## config.mk

```make
export PLATFORM = sky130hd
export DESIGN_NAME = piecewise_linear_source_top
export DESIGN_NICKNAME = d
export VERILOG_FILES = /design/src/plsrc_pkg.sv /design/src/piecewise_linear_source_top.sv /design/src/plsrc_ram.sv /design/src/plsrc_div.sv
export SDC_FILE = /design/constraint.sdc
export NUM_CORES = 2
export LEC_CHECK = 0
export BUFFER_PORTS_ARGS = -buffer_cell sky130_fd_sc_hd__buf_2
export CORE_MARGIN = 1.5
export CORE_UTILIZATION = 51
export DETAILED_ROUTE_END_ITERATION = 8
export MAX_ROUTING_LAYER = met4
export PLACE_DENSITY_LB_ADDON = 0.3
export RECOVER_POWER = 100
export SLEW_MARGIN = 20
export SYNTH_ARGS = -nofsm -noshare
export SYNTH_HDL_FRONTEND = slang
export SYNTH_HIERARCHICAL = 1
export SYNTH_SLANG_ARGS = --single-unit
```

## constraint.sdc

```tcl
create_clock -name clk -period 10.3 [get_ports clk]
set_clock_uncertainty 0.1 [all_clocks]
set_input_delay 1.03 -clock clk [delete_from_list [all_inputs] [get_ports clk]]
set_output_delay 1.03 -clock clk [all_outputs]
set_load 0.02 [all_outputs]
```

## src/plsrc_pkg.sv

```systemverilog
// ----------------------------------------------------------------------------
// plsrc_pkg: shared types and constants for the piecewise-linear source
// Field widths, op and region codes, and the divider request/response types.
// ----------------------------------------------------------------------------
package plsrc_pkg;

  localparam int MAX_POINTS_DEF = 16;

  localparam int TIME_W   = 32;
  localparam int VOLT_W   = 32;
  localparam int IDX_W    = 4;
  localparam int CNT_W    = 5;
  localparam int REGION_W = 2;
  localparam int PROD_W   = 2 * TIME_W;
  localparam int QUOT_W   = TIME_W;

  localparam logic OP_WRITE = 1'b0;
  localparam logic OP_QUERY = 1'b1;

  localparam logic [REGION_W-1:0] REGION_INSIDE = 2'd0;
  localparam logic [REGION_W-1:0] REGION_BEFORE = 2'd1;
  localparam logic [REGION_W-1:0] REGION_AFTER  = 2'd2;

  typedef struct packed {
    logic              start;
    logic [PROD_W-1:0] dividend;
    logic [TIME_W-1:0] divisor;
  } div_req_t;

  typedef struct packed {
    logic              done;
    logic [QUOT_W-1:0] quotient;
  } div_rsp_t;

endpackage

```

## src/piecewise_linear_source_top.sv

```systemverilog
// ----------------------------------------------------------------------------
// piecewise_linear_source_top: piecewise-linear voltage source evaluator
//
// Input channel (in_valid/in_ready) carries one item per transfer: op selects
// a breakpoint write (point_index, point_time, point_volts) or a query
// (query_time). Writes land in the table at the transfer and give no result.
// A query gives one result (volts_out, region) on the out_valid/out_ready
// channel. cfg_we/cfg_wdata set the number of breakpoints in use; write it
// only while the block is idle.
// A query scans the table one entry per cycle through the RAM read port
// and stops at the first matching segment k (0-based); times outside the
// table scan all n points in use. When a division is needed the query
// goes on through S_MUL and S_DIVGO to the 32-step serial divider.
// The block holds in_ready low while a query is in flight; one finished
// result may wait in the output register while the next item is taken.
// A stalled receiver only holds the next query at its final step.
// Reset clears the sequencer and output valid and sets the point count to 1;
// table contents are undefined until written.
// ----------------------------------------------------------------------------
module piecewise_linear_source_top #(
  parameter int MAX_POINTS = plsrc_pkg::MAX_POINTS_DEF
) (
  input  logic                            clk,
  input  logic                            rst,
  input  logic                            cfg_we,
  input  logic [plsrc_pkg::CNT_W-1:0]     cfg_wdata,
  input  logic                            in_valid,
  output logic                            in_ready,
  input  logic                            op,
  input  logic [plsrc_pkg::IDX_W-1:0]     point_index,
  input  logic [plsrc_pkg::TIME_W-1:0]    point_time,
  input  logic [plsrc_pkg::VOLT_W-1:0]    point_volts,
  input  logic [plsrc_pkg::TIME_W-1:0]    query_time,
  output logic                            out_valid,
  input  logic                            out_ready,
  output logic [plsrc_pkg::VOLT_W-1:0]    volts_out,
  output logic [plsrc_pkg::REGION_W-1:0]  region
);

  import plsrc_pkg::*;

  localparam int AW = $clog2(MAX_POINTS);
  localparam int RW = TIME_W + VOLT_W;

  typedef enum logic [2:0] {
    S_IDLE,
    S_READ,
    S_SCAN,
    S_MUL,
    S_DIVGO,
    S_DIV,
    S_FIN
  } state_t;

  state_t              state;
  logic [CNT_W-1:0]    points_in_use;
  logic [AW-1:0]       ptr;
  logic [AW-1:0]       cur;
  logic [AW-1:0]       last;
  logic [TIME_W-1:0]   q;
  logic [TIME_W-1:0]   t0;
  logic [TIME_W-1:0]   tp;
  logic [VOLT_W-1:0]   vp;
  logic [VOLT_W-1:0]   v1;
  logic                neg;
  logic [TIME_W-1:0]   mag;
  logic [TIME_W-1:0]   dt;
  logic [TIME_W-1:0]   span;
  logic [PROD_W-1:0]   prod;
  logic [VOLT_W-1:0]   res_v;
  logic [REGION_W-1:0] res_r;

  logic                accept;
  logic                ram_we;
  logic [RW-1:0]       rdata;
  logic [TIME_W-1:0]   rt;
  logic [VOLT_W-1:0]   rv;
  logic [CNT_W-1:0]    cnt_c;
  logic [AW-1:0]       last_c;
  logic [TIME_W-1:0]   t0_eff;
  logic                seg_hit;
  logic [TIME_W-1:0]   span_c;
  logic [TIME_W-1:0]   dt_c;
  logic [VOLT_W:0]     dv_c;
  logic [VOLT_W:0]     mag_c;
  logic [PROD_W-1:0]   prod_c;
  div_req_t            div_req;
  div_rsp_t            div_rsp;

  assign in_ready = (state == S_IDLE);
  assign accept   = in_valid && in_ready;
  // slots at or beyond the table depth are dropped
  assign ram_we   = accept && (op == OP_WRITE) && (32'(point_index) < MAX_POINTS);

  plsrc_ram #(
    .WIDTH (RW),
    .DEPTH (MAX_POINTS)
  ) u_table (
    .clk   (clk),
    .we    (ram_we),
    .waddr (AW'(point_index)),
    .wdata ({point_time, point_volts}),
    .raddr (ptr),
    .rdata (rdata)
  );

  assign rt = rdata[RW-1:VOLT_W];
  assign rv = rdata[VOLT_W-1:0];

  // clamp point count to 1..MAX_POINTS
  assign cnt_c  = (points_in_use == '0) ? CNT_W'(1) : points_in_use;
  assign last_c = (32'(cnt_c) > MAX_POINTS) ? AW'(MAX_POINTS - 1)
                                            : AW'(cnt_c - CNT_W'(1));

  // scan datapath: rdata is entry cur, tp/vp is entry cur-1
  assign t0_eff  = (cur == '0) ? rt : t0;
  assign seg_hit = (cur != '0) && (tp <= q) && (q <= rt);
  assign span_c  = rt - tp;
  assign dt_c    = q - tp;
  assign dv_c    = {rv[VOLT_W-1], rv} - {vp[VOLT_W-1], vp};
  assign mag_c   = dv_c[VOLT_W] ? (VOLT_W+1)'(-dv_c) : dv_c;
  assign prod_c  = PROD_W'(mag) * PROD_W'(dt);

  assign div_req.start    = (state == S_DIVGO);
  assign div_req.dividend = prod;
  assign div_req.divisor  = span;

  plsrc_div u_div (
    .clk (clk),
    .rst (rst),
    .req (div_req),
    .rsp (div_rsp)
  );

  always_ff @(posedge clk) begin
    if (rst) begin
      state         <= S_IDLE;
      out_valid     <= 1'b0;
      points_in_use <= CNT_W'(1);
    end else begin
      if (cfg_we) begin
        points_in_use <= cfg_wdata;
      end
      // in S_FIN a transfer is replaced by the next result below
      if (out_valid && out_ready && (state != S_FIN)) begin
        out_valid <= 1'b0;
      end
      case (state)
        S_IDLE: begin
          if (accept && (op == OP_QUERY)) begin
            q     <= query_time;
            last  <= last_c;
            ptr   <= '0;
            cur   <= '0;
            state <= S_READ;
          end
        end
        S_READ: begin
          if (ptr != last) begin
            ptr <= ptr + AW'(1);
          end
          state <= S_SCAN;
        end
        S_SCAN: begin
          tp <= rt;
          vp <= rv;
          if (cur == '0) begin
            t0 <= rt;
          end
          if (seg_hit) begin
            if (span_c == '0) begin
              res_v <= vp;
              res_r <= REGION_INSIDE;
              state <= S_FIN;
            end else begin
              v1    <= vp;
              neg   <= dv_c[VOLT_W];
              mag   <= mag_c[TIME_W-1:0];
              dt    <= dt_c;
              span  <= span_c;
              state <= S_MUL;
            end
          end else if (cur == last) begin
            // last point paired with itself, then out-of-range handling
            if (q == rt) begin
              res_v <= rv;
              res_r <= REGION_INSIDE;
            end else if (q < t0_eff) begin
              res_v <= '0;
              res_r <= REGION_BEFORE;
            end else begin
              res_v <= rv;
              res_r <= REGION_AFTER;
            end
            state <= S_FIN;
          end else begin
            cur <= cur + AW'(1);
            if (ptr != last) begin
              ptr <= ptr + AW'(1);
            end
          end
        end
        S_MUL: begin
          prod  <= prod_c;
          state <= S_DIVGO;
        end
        S_DIVGO: begin
          state <= S_DIV;
        end
        S_DIV: begin
          if (div_rsp.done) begin
            res_v <= neg ? (v1 - div_rsp.quotient) : (v1 + div_rsp.quotient);
            res_r <= REGION_INSIDE;
            state <= S_FIN;
          end
        end
        S_FIN: begin
          if (!out_valid || out_ready) begin
            volts_out <= res_v;
            region    <= res_r;
            out_valid <= 1'b1;
            state     <= S_IDLE;
          end
        end
        default: begin
          state <= S_IDLE;
        end
      endcase
    end
  end

endmodule

```

## src/plsrc_ram.sv

```systemverilog
// ----------------------------------------------------------------------------
// plsrc_ram: generic single-write, single-read RAM
// One write port and one read port with registered read data.
// ----------------------------------------------------------------------------
module plsrc_ram #(
  parameter int WIDTH = 64,
  parameter int DEPTH = 16
) (
  input  logic                     clk,
  input  logic                     we,
  input  logic [$clog2(DEPTH)-1:0] waddr,
  input  logic [WIDTH-1:0]         wdata,
  input  logic [$clog2(DEPTH)-1:0] raddr,
  output logic [WIDTH-1:0]         rdata
);

  logic [WIDTH-1:0] mem [DEPTH];

  always_ff @(posedge clk) begin
    if (we) begin
      mem[waddr] <= wdata;
    end
    rdata <= mem[raddr];
  end

endmodule

```

## src/plsrc_div.sv

```systemverilog
// ----------------------------------------------------------------------------
// plsrc_div: serial restoring divider
// One quotient bit per cycle; expects the dividend's upper half below the
// divisor, so the quotient fits in QUOT_W bits. done pulses one cycle.
// ----------------------------------------------------------------------------
module plsrc_div (
  input  logic                clk,
  input  logic                rst,
  input  plsrc_pkg::div_req_t req,
  output plsrc_pkg::div_rsp_t rsp
);

  import plsrc_pkg::*;

  localparam int SW = $clog2(QUOT_W);

  logic              busy;
  logic              done;
  logic [SW-1:0]     steps;
  logic [TIME_W-1:0] divisor;
  logic [TIME_W-1:0] rem;
  logic [QUOT_W-1:0] low;

  logic [TIME_W:0]   rem_sh;
  logic              ge;
  logic [TIME_W:0]   diff;

  // low holds the remaining dividend bits and collects quotient bits
  assign rem_sh = {rem, low[QUOT_W-1]};
  assign ge     = rem_sh >= {1'b0, divisor};
  assign diff   = rem_sh - {1'b0, divisor};

  always_ff @(posedge clk) begin
    if (rst) begin
      busy <= 1'b0;
      done <= 1'b0;
    end else begin
      done <= 1'b0;
      if (req.start) begin
        busy    <= 1'b1;
        steps   <= SW'(QUOT_W - 1);
        divisor <= req.divisor;
        rem     <= req.dividend[PROD_W-1:QUOT_W];
        low     <= req.dividend[QUOT_W-1:0];
      end else if (busy) begin
        rem   <= ge ? diff[TIME_W-1:0] : rem_sh[TIME_W-1:0];
        low   <= {low[QUOT_W-2:0], ge};
        steps <= steps - SW'(1);
        if (steps == '0) begin
          busy <= 1'b0;
          done <= 1'b1;
        end
      end
    end
  end

  assign rsp.done     = done;
  assign rsp.quotient = low;

endmodule
```

==> reports/qor.yml <==
p_leak_uw: 0.04392
regArea_um2: 47330
grt_pass1_wl_mm: 407.0
cts_resized: 0
fin_crit_ps: 9558
final_core_util_pct: 55.74
timing.rr.end: "prod[60]"
slowest_stage: "edfxtp_1"
hold_viol_final: 0
max_slew_margin_pct: -179.8
place_inst: 10570
cp_data_arrival_time_ps: 10010
r2r_start: "mag[3]"
die_w_um: 452.0
post-dp-hpwl_mm: 186.5
synthesis.area_um2: 102800
synthTopCellsByArea: "edfxtp_1 45%, fa_1 18%, ha_1 6.0%"
overflow: 0
cts_buffers: 157
post_cts_buffers: 0
start_util_pct: 51.39
wl_per_cell_um: 24.14
ys_warn_count: 6
worstHoldPathType: "in -> reg"
grt_pass1_vias: 66480
run_status: "finished, violations left"
crit_buf_inv: 6
critPathRequiredTime_ps: 10750
violations: "max-capacitance violations, max-slew violations"
grt_max_degree: 132
ir_drop_mv: 0.7241
cp_max_fo: 16
clkSlewWorstSetupHoldPaths_ps: 60
ys_seq_elements: 1601
max_stage_delay_ps: 1080
nets: 9581
critPathLaunch: "mag[3]"
crit_family: "adder cells"
firstDrtPassIters: 5
crit_path_end_kind: "flip-flop"
numPortBuffers: 146
layout-drive-gt1-share_pct: 8.853
die_h_um: 452.0
core-area_um2: 200100
nFillCells: 16160
final_cell_count_no_fill: 10890
synth.most_common_cell: "edfxtp_1"
dpl_cell_area_um2: 106600
syn_to_final_growth_pct: 8.475
powerDensity_nw_per_um2: 322.6
setup_viol: 0
fin_crit_sh_pct: 92.79
num_rows: 164
synthArstFlopShare_pct: 0
drc: 0
synth.avg_cell_area_um2: 12.84
vias_per_cell: 5.813
clockBufferDepth: 3
drv_cap: 49
synth_commonest_cells: "1526 x edfxtp_1, 1107 x inv_1, 901 x fa_1"
syn_inst: 8008
ys.flop_type: "edfxtp_1"
tns_ps: 0
yosysTopAreaCellShare_pct: 44.57
synth_seq_area_share_pct: 46.03
hold_end: "q[7]"
die_area_um2: 204300
gp_routability_congestion: 0.9732
yosys.area.top_type: "edfxtp_1"
grt_usage_pct: 27.09
io_pins: 147
ctsHoldBuffers: 0
worstHoldStart: "query_time[7]"
rrSetupSlack_ps: 740
synth_edf_count: 1526
max_freq_mhz: 104.6
wirelength_mm: 262.9
cts.sinks: 1601
ant_nets: 0
antenna_found_initial: 32
tightest_slew_ps: 4197
cts.htree.levels: 4
root_buffer: "clkbuf_16"
clkLatencyLatePin_ps: 830
vias: 63320
multiInputGateArea_um2: 49760
syn-num-nets: 9511
crit_path_frequent_cell: "fa_1"
tritoncts: "yes"
criticalPathCategory: "reg -> reg"
design_area_um2: 111500
ff2ff_path_depth: 27
critical_path.startpoint_type: "flip-flop"
finalMaxSlewViolations: 1838
grt_setup_unrepaired: "false"
holdPathStages: 1
ys_types: 107
dr.first_iter.drc_count: 5285
cell type report:
type	count	area share, %
antenna	24	0.05385
clock buffer	192	3.721
clock inverter	101	1.057
inverter	1108	3.729
multi-input combinational	4932	44.62
sequential	1601	42.43
tap	2656	2.980
timing repair buffer	278	1.407
registers in the layout, indices dropped and copies added, names as in the netlist, 32 cells and up:
signal / flops
u_table/mem: 1024
prod: 64
u_table/rdata: 64
dt: 32
mag: 32
q: 32
res_v: 32
span: 32
t0: 32
tp: 32
u_div/divisor: 32
u_div/low: 32
u_div/rem: 32
v1: 32
volts_out: 32
vp: 32
worst reg2reg max path, stage by stage (launching register included):
cell and delay, ps:
edfxtp_1 1080, clkbuf_1 680, nand2_1 160, fa_1 450
fa_1 430, fa_1 510, inv_1 50, fa_1 550
ha_1 230, ha_1 290, inv_1 50, fa_1 480
inv_1 60, fa_1 470, ha_1 340, a21oi_1 230
nand2_1 70, o21ai_0 340, o21ai_0 180, clkbuf_1 310
a2111oi_0 530, clkbuf_1 310, o21ai_0 280, nor3_1 260
nor2_1 100, a31oi_1 390, o21ai_0 200, xor2_1 170
worst max-delay path by stage:
stage,end,slack (ps),cells after the start
after global placement,prod[56],1180,25
after floorplan,dt[0],1440,3
after CTS,prod[56],1100,27
after global routing,prod[57],350,29
final,prod[60],740,27
after detailed placement,prod[56],1120,27
cell usage in the layout (no fill, tap or decap), drive strengths merged, types with 24 or more instances in the layout:
cell,instances
edfxtp,1526
inv,1117
fa,901
nand2,666
and2,637
ha,491
clkbuf,343
a21oi,284
mux4,256
nor2,227
xnor2,175
o21ai,162
a22oi,131
buf,127
a21o,112
xor2,79
dfxtp,75
nor3,74
clkinv,67
nand4,51
mux2i,45
nand3,44
o21a,42
a221oi,41
nand2b,40
a31oi,39
nor2b,39
mux2,39
o21bai,33
a211oi,26
o31ai,26
and3,26
diode,24
per-layer routing:
metal | wire (um) | GRT usage [%] | vias to the layer above
met4 | 8424 | 8.454 | 0
li1 | - | - | 27870
met1 | 106200 | 35.08 | 32680
met3 | 18260 | 4.272 | 423
met5 | 0 | - | -
met2 | 130000 | 44.05 | 2350
power breakdown:
part / switching, uW / internal [uW] / leakage, uW
sequential: 396 / 8520 / 0.0144
clock: 2570 / 3330 / 0.00260
combinational: 13000 / 8210 / 0.0269
total: 15900 / 20100 / 0.0439
cells by family (layout without fill, tap and decap cells):
kind of cell	Yosys count	in the layout	share of synthesized area, %
buffers and inverters	1475	1679	5.594
flip-flops	1601	1601	46.03
adder cells (fa/ha/maj)	1392	1392	23.52
multiplexers	340	340	6.473
XOR/XNOR	254	254	2.171
AND/OR/NAND/NOR	1902	1902	9.411
AO/OA/AOI/OAI	1044	1044	6.800
other	0	24	0
stage by stage:
step                      hold WS (ps)  setup slack (ps)  power, uW
after floorplan                  300.3              1439      23440
after global placement           301.4              1184      29640
after detailed placement         304.5              1123      29720
after CTS                        216.4              1100      35900
after global routing             240.0             353.5      38350
final                            279.3             742.4      35980
Power figures use the tool's default switching activity.
